===== src/rtl/mft_pkg.sv =====
`timescale 1ns / 1ps
// Shared types, codes and helpers of the memory freeze table.
// Used by mft_ctrl, mft_dp and memory_freeze_table; depends on nothing.
package mft_pkg;

   localparam int unsigned MaxEntriesDefault = 16;
   localparam logic [31:0] ByteMask          = 32'h0000_00FF;

   typedef enum logic [1:0] {
      CMD_ADD    = 2'd0,
      CMD_REMOVE = 2'd1,
      CMD_CLEAR  = 2'd2,
      CMD_APPLY  = 2'd3
   } cmd_type;

   typedef enum logic [1:0] {
      ST_OK        = 2'd0,
      ST_BAD_WIDTH = 2'd1,
      ST_FULL      = 2'd2,
      ST_NOT_FOUND = 2'd3
   } status_type;

   typedef struct packed {
      logic [31:0] address;
      logic [31:0] value;
      logic [2:0]  nbytes;
   } entry_type;

   // controller to datapath
   typedef struct packed {
      logic       capture;
      logic       rd_en;
      logic       rd_next;
      logic       idx_inc;
      logic       wr_update;
      logic       wr_shift;
      logic       wr_append;
      logic       count_inc;
      logic       count_dec;
      logic       clear_count;
      logic       emit;
      status_type emit_status;
      logic       emit_write;
      logic       emit_last;
   } ctl_cmd_type;

   // datapath to controller
   typedef struct packed {
      logic    out_free;
      cmd_type cmd;
      logic    width_ok;
      logic    count_zero;
      logic    table_full;
      logic    match;
      logic    idx_last;
      logic    nxt_last;
   } dp_stat_type;

   function automatic logic [31:0] byte_mask(input logic [2:0] nbytes);
      logic [31:0] mask;
      case (nbytes)
         3'd1:    mask = ByteMask;
         3'd2:    mask = {16'h0000, ByteMask[7:0], ByteMask[7:0]};
         default: mask = '1;
      endcase
      return mask;
   endfunction

   function automatic logic width_legal(input logic [2:0] nbytes);
      return (nbytes == 3'd1) || (nbytes == 3'd2) || (nbytes == 3'd4);
   endfunction

endpackage


===== src/rtl/mft_ctrl.sv =====
`timescale 1ns / 1ps
// Sequencer of the memory freeze table: scans, shifts and result issue.
// Depends on mft_pkg; drives mft_dp through ctl_cmd_type.
module mft_ctrl (
   input  logic                 clock,
   input  logic                 reset,
   input  logic                 req_valid,
   output logic                 req_ready,
   input  mft_pkg::dp_stat_type stat,
   output mft_pkg::ctl_cmd_type cmd
);

   typedef enum logic [2:0] {
      S_IDLE,
      S_DECODE,
      S_READ,
      S_CHECK,
      S_SREAD,
      S_SWRITE,
      S_APPEND
   } state_type;

   state_type state_ff, state_in;

   assign req_ready = (state_ff == S_IDLE);

   always_comb begin
      state_in = state_ff;
      cmd      = '0;
      case (state_ff)
         S_IDLE: begin
            if (req_valid) begin
               cmd.capture = 1'b1;
               state_in    = S_DECODE;
            end
         end
         S_DECODE: begin
            case (stat.cmd)
               mft_pkg::CMD_CLEAR: begin
                  if (stat.out_free) begin
                     cmd.clear_count = 1'b1;
                     cmd.emit        = 1'b1;
                     cmd.emit_status = mft_pkg::ST_OK;
                     cmd.emit_last   = 1'b1;
                     state_in        = S_IDLE;
                  end
               end
               mft_pkg::CMD_ADD: begin
                  if (!stat.width_ok) begin
                     if (stat.out_free) begin
                        cmd.emit        = 1'b1;
                        cmd.emit_status = mft_pkg::ST_BAD_WIDTH;
                        cmd.emit_last   = 1'b1;
                        state_in        = S_IDLE;
                     end
                  end else if (stat.count_zero) begin
                     state_in = S_APPEND;
                  end else begin
                     state_in = S_READ;
                  end
               end
               mft_pkg::CMD_REMOVE: begin
                  if (stat.count_zero) begin
                     if (stat.out_free) begin
                        cmd.emit        = 1'b1;
                        cmd.emit_status = mft_pkg::ST_NOT_FOUND;
                        cmd.emit_last   = 1'b1;
                        state_in        = S_IDLE;
                     end
                  end else begin
                     state_in = S_READ;
                  end
               end
               default: begin
                  if (stat.count_zero) begin
                     if (stat.out_free) begin
                        cmd.emit        = 1'b1;
                        cmd.emit_status = mft_pkg::ST_OK;
                        cmd.emit_last   = 1'b1;
                        state_in        = S_IDLE;
                     end
                  end else begin
                     state_in = S_READ;
                  end
               end
            endcase
         end
         S_READ: begin
            cmd.rd_en = 1'b1;
            state_in  = S_CHECK;
         end
         S_CHECK: begin
            case (stat.cmd)
               mft_pkg::CMD_ADD: begin
                  if (stat.match) begin
                     if (stat.out_free) begin
                        cmd.wr_update   = 1'b1;
                        cmd.emit        = 1'b1;
                        cmd.emit_status = mft_pkg::ST_OK;
                        cmd.emit_last   = 1'b1;
                        state_in        = S_IDLE;
                     end
                  end else if (stat.idx_last) begin
                     if (!stat.table_full) begin
                        state_in = S_APPEND;
                     end else if (stat.out_free) begin
                        cmd.emit        = 1'b1;
                        cmd.emit_status = mft_pkg::ST_FULL;
                        cmd.emit_last   = 1'b1;
                        state_in        = S_IDLE;
                     end
                  end else begin
                     cmd.idx_inc = 1'b1;
                     state_in    = S_READ;
                  end
               end
               mft_pkg::CMD_REMOVE: begin
                  if (stat.match) begin
                     if (!stat.idx_last) begin
                        state_in = S_SREAD;
                     end else if (stat.out_free) begin
                        cmd.count_dec   = 1'b1;
                        cmd.emit        = 1'b1;
                        cmd.emit_status = mft_pkg::ST_OK;
                        cmd.emit_last   = 1'b1;
                        state_in        = S_IDLE;
                     end
                  end else if (stat.idx_last) begin
                     if (stat.out_free) begin
                        cmd.emit        = 1'b1;
                        cmd.emit_status = mft_pkg::ST_NOT_FOUND;
                        cmd.emit_last   = 1'b1;
                        state_in        = S_IDLE;
                     end
                  end else begin
                     cmd.idx_inc = 1'b1;
                     state_in    = S_READ;
                  end
               end
               mft_pkg::CMD_APPLY: begin
                  if (stat.out_free) begin
                     cmd.emit        = 1'b1;
                     cmd.emit_status = mft_pkg::ST_OK;
                     cmd.emit_write  = 1'b1;
                     cmd.emit_last   = stat.idx_last;
                     if (stat.idx_last) begin
                        state_in = S_IDLE;
                     end else begin
                        cmd.idx_inc = 1'b1;
                        state_in    = S_READ;
                     end
                  end
               end
               default: begin
                  state_in = S_IDLE;
               end
            endcase
         end
         S_SREAD: begin
            cmd.rd_en   = 1'b1;
            cmd.rd_next = 1'b1;
            state_in    = S_SWRITE;
         end
         S_SWRITE: begin
            if (!stat.nxt_last) begin
               cmd.wr_shift = 1'b1;
               cmd.idx_inc  = 1'b1;
               state_in     = S_SREAD;
            end else if (stat.out_free) begin
               cmd.wr_shift    = 1'b1;
               cmd.count_dec   = 1'b1;
               cmd.emit        = 1'b1;
               cmd.emit_status = mft_pkg::ST_OK;
               cmd.emit_last   = 1'b1;
               state_in        = S_IDLE;
            end
         end
         S_APPEND: begin
            if (stat.out_free) begin
               cmd.wr_append   = 1'b1;
               cmd.count_inc   = 1'b1;
               cmd.emit        = 1'b1;
               cmd.emit_status = mft_pkg::ST_OK;
               cmd.emit_last   = 1'b1;
               state_in        = S_IDLE;
            end
         end
         default: begin
            state_in = S_IDLE;
         end
      endcase
   end

   always_ff @(posedge clock) begin
      if (reset) begin
         state_ff <= S_IDLE;
      end else begin
         state_ff <= state_in;
      end
   end

   a_accept_decode: assert property (@(posedge clock) disable iff (reset)
      (req_valid && req_ready) |=> (state_ff == S_DECODE))
      else $error("accepted beat did not advance to decode");

   a_shift_in_range: assert property (@(posedge clock) disable iff (reset)
      (state_ff == S_SWRITE) |-> !stat.idx_last)
      else $error("shift step at the final entry");

   a_append_room: assert property (@(posedge clock) disable iff (reset)
      (state_ff == S_APPEND) |-> !stat.table_full)
      else $error("append into a full table");

endmodule


===== src/rtl/mft_dp.sv =====
`timescale 1ns / 1ps
// Datapath of the memory freeze table: request latch, entry memory, count, index, result register.
// Depends on mft_pkg; steered by mft_ctrl.
module mft_dp #(
   parameter  int unsigned MaxEntries = mft_pkg::MaxEntriesDefault,
   localparam int unsigned CntW       = $clog2(MaxEntries + 1),
   localparam int unsigned IdxW       = (MaxEntries > 1) ? $clog2(MaxEntries) : 1
) (
   input  logic                 clock,
   input  logic                 reset,
   input  logic [1:0]           req_cmd,
   input  logic [31:0]          req_address,
   input  logic [31:0]          req_value,
   input  logic [2:0]           req_byte_count,
   input  mft_pkg::ctl_cmd_type cmd,
   output mft_pkg::dp_stat_type stat,
   output logic                 rsp_valid,
   input  logic                 rsp_ready,
   output logic [1:0]           rsp_status,
   output logic                 rsp_write_valid,
   output logic [31:0]          rsp_write_address,
   output logic [31:0]          rsp_write_data,
   output logic [2:0]           rsp_write_bytes,
   output logic                 rsp_last
);

   mft_pkg::cmd_type    req_cmd_ff;
   logic [31:0]         req_address_ff;
   logic [31:0]         req_value_ff;
   logic [2:0]          req_bytes_ff;
   logic [IdxW-1:0]     idx_ff;
   logic [CntW-1:0]     count_ff;
   mft_pkg::entry_type  entry_mem_ff [MaxEntries];
   mft_pkg::entry_type  rd_data_ff;
   logic [IdxW-1:0]     rd_addr;
   logic                wr_en;
   logic [IdxW-1:0]     wr_addr;
   mft_pkg::entry_type  wr_data;
   logic                rsp_valid_ff;
   mft_pkg::status_type rsp_status_ff;
   logic                rsp_write_valid_ff;
   logic [31:0]         rsp_write_address_ff;
   logic [31:0]         rsp_write_data_ff;
   logic [2:0]          rsp_write_bytes_ff;
   logic                rsp_last_ff;

   assign stat.out_free   = !rsp_valid_ff || rsp_ready;
   assign stat.cmd        = req_cmd_ff;
   assign stat.width_ok   = mft_pkg::width_legal(req_bytes_ff);
   assign stat.count_zero = (count_ff == '0);
   assign stat.table_full = (count_ff == CntW'(MaxEntries));
   assign stat.match      = (rd_data_ff.address == req_address_ff);
   assign stat.idx_last   = ((CntW + 1)'(idx_ff) + (CntW + 1)'(1)) == (CntW + 1)'(count_ff);
   assign stat.nxt_last   = ((CntW + 1)'(idx_ff) + (CntW + 1)'(2)) == (CntW + 1)'(count_ff);

   always_ff @(posedge clock) begin
      if (cmd.capture) begin
         req_cmd_ff     <= mft_pkg::cmd_type'(req_cmd);
         req_address_ff <= req_address;
         req_value_ff   <= req_value;
         req_bytes_ff   <= req_byte_count;
      end
   end

   always_ff @(posedge clock) begin
      if (reset) begin
         count_ff <= '0;
         idx_ff   <= '0;
      end else begin
         if (cmd.clear_count) begin
            count_ff <= '0;
         end else if (cmd.count_inc) begin
            count_ff <= count_ff + CntW'(1);
         end else if (cmd.count_dec) begin
            count_ff <= count_ff - CntW'(1);
         end
         if (cmd.capture) begin
            idx_ff <= '0;
         end else if (cmd.idx_inc) begin
            idx_ff <= idx_ff + IdxW'(1);
         end
      end
   end

   // entry memory: one write port, one registered read port
   assign rd_addr = cmd.rd_next ? (idx_ff + IdxW'(1)) : idx_ff;
   assign wr_en   = cmd.wr_update || cmd.wr_shift || cmd.wr_append;
   assign wr_addr = cmd.wr_append ? count_ff[IdxW-1:0] : idx_ff;
   assign wr_data = cmd.wr_shift ? rd_data_ff
                                 : mft_pkg::entry_type'{address: req_address_ff,
                                                        value: req_value_ff,
                                                        nbytes: req_bytes_ff};

   always_ff @(posedge clock) begin
      if (wr_en) begin
         entry_mem_ff[wr_addr] <= wr_data;
      end
      if (cmd.rd_en) begin
         rd_data_ff <= entry_mem_ff[rd_addr];
      end
   end

   // result register
   always_ff @(posedge clock) begin
      if (reset) begin
         rsp_valid_ff <= 1'b0;
      end else if (cmd.emit) begin
         rsp_valid_ff <= 1'b1;
      end else if (rsp_ready) begin
         rsp_valid_ff <= 1'b0;
      end
   end

   always_ff @(posedge clock) begin
      if (cmd.emit) begin
         rsp_status_ff      <= cmd.emit_status;
         rsp_write_valid_ff <= cmd.emit_write;
         rsp_last_ff        <= cmd.emit_last;
         if (cmd.emit_write) begin
            rsp_write_address_ff <= rd_data_ff.address;
            rsp_write_data_ff    <= rd_data_ff.value & mft_pkg::byte_mask(rd_data_ff.nbytes);
            rsp_write_bytes_ff   <= rd_data_ff.nbytes;
         end else begin
            rsp_write_address_ff <= '0;
            rsp_write_data_ff    <= '0;
            rsp_write_bytes_ff   <= '0;
         end
      end
   end

   assign rsp_valid         = rsp_valid_ff;
   assign rsp_status        = rsp_status_ff;
   assign rsp_write_valid   = rsp_write_valid_ff;
   assign rsp_write_address = rsp_write_address_ff;
   assign rsp_write_data    = rsp_write_data_ff;
   assign rsp_write_bytes   = rsp_write_bytes_ff;
   assign rsp_last          = rsp_last_ff;

   a_count_bound: assert property (@(posedge clock) disable iff (reset)
      count_ff <= CntW'(MaxEntries))
      else $error("entry count beyond table depth");

   a_emit_free: assert property (@(posedge clock) disable iff (reset)
      cmd.emit |-> stat.out_free)
      else $error("result issued over a held beat");

   a_plain_fields: assert property (@(posedge clock) disable iff (reset)
      (rsp_valid_ff && !rsp_write_valid_ff) |->
      (rsp_write_address_ff == '0 && rsp_write_data_ff == '0 && rsp_write_bytes_ff == '0))
      else $error("write fields set on a status-only beat");

   a_write_width: assert property (@(posedge clock) disable iff (reset)
      (rsp_valid_ff && rsp_write_valid_ff) |->
      ((rsp_write_bytes_ff == 3'd1 || rsp_write_bytes_ff == 3'd2 ||
        rsp_write_bytes_ff == 3'd4) &&
       ((rsp_write_data_ff & ~mft_pkg::byte_mask(rsp_write_bytes_ff)) == '0)))
      else $error("write beat with illegal width or unmasked data");

endmodule


===== src/rtl/memory_freeze_table.sv =====
`timescale 1ns / 1ps
// Top level of the memory freeze table: bounded ordered table of memory patches.
// Depends on mft_pkg, mft_ctrl and mft_dp.
//
//   channel  direction  handshake            payload
//   req_     in         req_valid/req_ready  cmd, address, value, byte_count
//   rsp_     out        rsp_valid/rsp_ready  status, write_valid, write_address,
//                                            write_data, write_bytes, last
//
// Clear and bad-width adds finish in decode; add, remove and apply then read and check
// each entry visited in turn, an add that appends adds an append step, and a remove
// moves each later entry up one place, by a read and a write step, to close the gap.
// The separate read and check steps come from the registered read of the entry memory.
// Reset is synchronous and empties the table; entry contents are not cleared.
// A held result beat stalls the scan only at the step that issues the next result.
module memory_freeze_table #(
   parameter int unsigned MaxEntries = mft_pkg::MaxEntriesDefault
) (
   input  logic        clock,
   input  logic        reset,
   input  logic        req_valid,
   output logic        req_ready,
   input  logic [1:0]  req_cmd,
   input  logic [31:0] req_address,
   input  logic [31:0] req_value,
   input  logic [2:0]  req_byte_count,
   output logic        rsp_valid,
   input  logic        rsp_ready,
   output logic [1:0]  rsp_status,
   output logic        rsp_write_valid,
   output logic [31:0] rsp_write_address,
   output logic [31:0] rsp_write_data,
   output logic [2:0]  rsp_write_bytes,
   output logic        rsp_last
);

   mft_pkg::ctl_cmd_type ctl_cmd;
   mft_pkg::dp_stat_type dp_stat;

   mft_ctrl u_ctrl (
      .clock     (clock),
      .reset     (reset),
      .req_valid (req_valid),
      .req_ready (req_ready),
      .stat      (dp_stat),
      .cmd       (ctl_cmd)
   );

   mft_dp #(
      .MaxEntries (MaxEntries)
   ) u_dp (
      .clock             (clock),
      .reset             (reset),
      .req_cmd           (req_cmd),
      .req_address       (req_address),
      .req_value         (req_value),
      .req_byte_count    (req_byte_count),
      .cmd               (ctl_cmd),
      .stat              (dp_stat),
      .rsp_valid         (rsp_valid),
      .rsp_ready         (rsp_ready),
      .rsp_status        (rsp_status),
      .rsp_write_valid   (rsp_write_valid),
      .rsp_write_address (rsp_write_address),
      .rsp_write_data    (rsp_write_data),
      .rsp_write_bytes   (rsp_write_bytes),
      .rsp_last          (rsp_last)
   );

endmodule

===== config.mk =====
export PLATFORM = sky130hd
export DESIGN_NAME = memory_freeze_table
export DESIGN_NICKNAME = d
export VERILOG_FILES = /design/src/rtl/mft_pkg.sv /design/src/rtl/mft_ctrl.sv /design/src/rtl/mft_dp.sv /design/src/rtl/memory_freeze_table.sv
export SDC_FILE = /design/constraint.sdc
export NUM_CORES = 2
export LEC_CHECK = 0
export BUFFER_PORTS_ARGS = -buffer_cell sky130_fd_sc_hd__buf_2
export CAP_MARGIN = 20
export CORE_UTILIZATION = 40
export DETAILED_ROUTE_END_ITERATION = 10
export GPL_TIMING_DRIVEN = 0
export PLACE_DENSITY_LB_ADDON = 0.3
export SLEW_MARGIN = 25
export SYNTH_ARGS = -nofsm -noshare
export SYNTH_HDL_FRONTEND = slang
export SYNTH_HIERARCHICAL = 1
export SYNTH_SLANG_ARGS = --single-unit

===== constraint.sdc =====
create_clock -name clock -period 12.7 [get_ports clock]
set_input_delay 2.54 -clock clock [delete_from_list [all_inputs] [get_ports clock]]
set_output_delay 2.54 -clock clock [all_outputs]
set_load 0.01 [all_outputs]

==> summary.md <==
| Metric | Value |
|---|---|
| Status | finished clean |
| Die span in y | around 370 um |
| Post-synthesis cell count | ~3200 |
| Worst hold endpoint | u_dp/rsp_write_data[12] |
| Worst hold stages | 1 |
| Fraction of layout cells with a size suffix above 1 | about a fifth |
| Longest Clk Path Bufs | 3 |
| CP max stage delay | 0.68 ns |
| Final max-slew violation count | 0 |
| CTS tree | built |
| # port buffers | 145 |
| Routed len/inst | roughly 27 um |
| Worst hold-check path type | flop to flop |
| Worst-Skew Late Latency | a little under 0.8 ns |
| Critical path class | primary input to flop |
| Hold Fails Final Rpt | 0 |
| DIE WIDTH | approximately 370 um |
| Hold Crit Start | u_dp/rd_data_ff[15] |
| Post-Syn Nets | 3315 |
| R2R Path End | u_dp/entry_mem_ff[12][34] |
| All-Layer GR Usage | roughly 21% |
| CP Data Arrival Time | ~6.4 ns |
| Final min period | 5.888 ns |
| Detailed Route WL | roughly 150000 um |
| Pleak | 20.33 nW |
| Final Skew | 0.02190 ns |
| TritonCTS buffer count | 137 |
| Worst VDD drop | about 95 uV |
| Yosys warning count | 6 |
| Post-Syn Area per Cell | between 15 and 20 um^2 |
| Top cell type's share of synthesized area | 69.24% |
| Setup TNS | 0 ns |
| Cts hold-fix bufs | 0 |
| Die ar. | about 140000 um^2 |
| Worst-path clk slew | 0.06 ns |
| Worst rel slew slack | 26.13% |
| Antenna-violating nets left | 0 |
| Post-CTS setup buffers | 0 |
| Remaining Overflow, GRT | 0 |
| Netlist area before placement | roughly 55000 um^2 |
| I/O Pins | ~150 |
| Hpwl dp | 100300 um |
| CP most frequent cell | buf_12 |
| Yosys top cell by area | edfxtp_1 |
| Number of global-route vias before repair | just over 30000 |
| CP Max Fanout | 18 |
| Fraction of registers with async set/reset | 0% |
| Vias per cell | between 5 and 6 |
| Period utilisation layout | 46.36% |
| Post-cts resize count | 0 |
| RSZ-0062 raised after global routing | no |
| # Max-Cap Violations | 0 |
| Final setup fails | 0 |
| CP max-delay cell | clkbuf_1 |
| Final nets | between 3000 and 4000 |
| # rows | about 140 |
| CTS sink count | approximately 1300 |
| FMAX | about 0.17 GHz |
| CORE AREA | 137500 um^2 |
| DRT iter0 DRCs | approximately 3500 |
| R2R Setup Slk | a little over 7 ns |
| Worst r2r src | u_dp/req_address_ff[31] |
| Crit end category | flop |
| Drt pass-1 iters | 7 |
| Post-synth EDFFs | ~1300 |
| Clock root cell | clkbuf_16 |
| Measured slew at the worst slew-check pin | approximately 1.1 ns |
| Synth top area cells | edfxtp_1 69%, mux2i_1 11%, mux4_2 7.0%, nand2_1 2.0%, mux2_2 1.4% |
| Power Density | about 140 nW/um^2 |
| Gpl congestion | about 0.8 |
| WHS | 0.5457 ns |
| Final Util | around 47% |
| Initial antenna violation count | 10 |
| Largest net degree at the start of global routing | 41 |
| Starting Density | between 40% and 50% |
| Worst Setup Start Kind | primary input |
| First-pass GRT wire length | roughly 210000 um |
| Crit path cell chain | buf_2 > nand2b_1 > clkbuf_1 > o21ai_0 > nor2_1 > clkbuf_1 > nor2_1 > o31ai_1 > nand2_1 > nor2_4 > buf_12 > buf_12 > buf_12 |
| H-tree Lvls | 4 |
| Via Count | approximately 31000 |
| Worst Path Required | between 10 and 15 ns |
| Synth Register Bits | 1292 |
| DRC Markers | 0 |
| Area grow syn2layout | 16.31% |
| Reg2Reg Depth | 13 |
| Most common flop cell mapped by yosys | edfxtp_1 |
| Unique masters post-synth | 60 |
| Sequential area share after synthesis | a little over two thirds |
## metrics by stage
stage               cell area [um^2]  power, mW  setup WS, ns  std cells
floorplan                      55470      4.924         5.322       3236
global placement               58440      5.015         1.353       5175
detailed placement             60230      5.021         6.108       5243
CTS                            64510      8.862         6.913       5482
global route                   64510      9.030         6.604       5482
finish                         64520      8.796         6.812       5485
## how the worst max path moves through the flow
stage                          from                         to  slack [ns]
final                     rsp_ready  u_dp/entry_mem_ff[12][34]        6.81
after global routing      rsp_ready  u_dp/entry_mem_ff[12][34]        6.60
after CTS                 rsp_ready  u_dp/entry_mem_ff[12][22]        6.91
after detailed placement  rsp_ready  u_dp/entry_mem_ff[12][26]        6.11
after global placement    rsp_ready   u_dp/entry_mem_ff[9][25]        1.35
after floorplan           rsp_ready    u_dp/entry_mem_ff[5][0]        5.32
## cells in the mapped netlist, types with 38 or more instances
library cell,number
mux2_2,67
nand3_1,141
mux2i_1,625
edfxtp_1,1279
mux4_2,172
nand2_1,292
nor2_1,40
o221ai_1,67
and2_1,71
o2111ai_1,67
xor2_1,38
clkbuf_1,82
buf_2,110
## logic make-up after synthesis
family | synth area share, %
DFF | 69.71
muxes | 19.62
and+or+nand+nor | 4.994
buffers and inverters | 1.798
AOI/OAI and AO/OA | 2.883
xor gates and xnor gates | 0.8504
adders and majority gates | 0.1489
## final cells by class
class | count | area, um^2
antenna | 3 | 7.507
buffer | 209 | 953.4
clock buffer | 170 | 3583
clock inverter | 69 | 698.2
fill | 11500 | 72970
inverter | 12 | 45.04
multi-input combinational | 1723 | 15970
sequential | 1292 | 38670
tap | 1794 | 2245
timing repair buffer | 213 | 2351
## worst max-delay path, delay by kind of cell
kind / cells / cell delay [ns]
buffers and inverters: 6 / 1.80
AO/OA/AOI/OAI: 2 / 0.51
AND/OR/NAND/NOR: 5 / 1.46
## sequential cells by signal, summed over array words and instances, names as in the netlist
signal,flops
u_dp/rsp_write_valid,1
u_dp/req_cmd_ff,2
u_dp/rsp_status,2
u_dp/rsp_write_address,32
u_dp/rd_data_ff,67
u_dp/rsp_valid,1
u_dp/rsp_write_bytes,3
u_dp/rsp_last,1
u_dp/entry_mem_ff,1072
u_dp/req_bytes_ff,3
u_dp/req_address_ff,32
u_dp/req_value_ff,32
u_dp/rsp_write_data,32
u_ctrl/state_ff,3
u_dp/count_ff,5
u_dp/idx_ff,4
## power breakdown
part / internal [mW] / leakage (nW) / total [mW] / switching (mW)
combinational: 0.0487 / 6.55 / 0.183 / 0.134
sequential: 4.73 / 11.7 / 4.75 / 0.0184
clock: 2.22 / 2.08 / 3.86 / 1.65
total: 7.00 / 20.3 / 8.80 / 1.80
## metal layers
layer  GRT usage, %  wire [um]
met1          29.92      63900
met2          32.47      67770
met3          2.956      10490
met4          6.256       3614
met5              0         27
## cell usage in the layout (no fill, tap or decap), drive strengths merged, types with 4 or more instances in the layout
cell type | netlist | routed
clkinv | 0 | 44
nand2b | 6 | 6
nand3 | 141 | 141
nor2 | 40 | 40
o221ai | 67 | 67
and2 | 71 | 71
nor2b | 7 | 7
ha | 5 | 5
mux2 | 67 | 67
dfxtp | 13 | 13
o32ai | 4 | 4
edfxtp | 1279 | 1279
bufinv | 0 | 10
nand2 | 292 | 292
clkbuf | 82 | 252
mux2i | 625 | 625
buf | 127 | 340
inv | 12 | 24
nand4 | 4 | 4
o2111ai | 67 | 67
nor3b | 4 | 4
a21oi | 18 | 18
xnor2 | 15 | 15
or3b | 4 | 4
nor3 | 13 | 13
nor4 | 9 | 9
a31oi | 6 | 6
xor2 | 38 | 38
mux4 | 172 | 172
o21ai | 16 | 16
No activity file was read; power rests on OpenSTA's default activity.
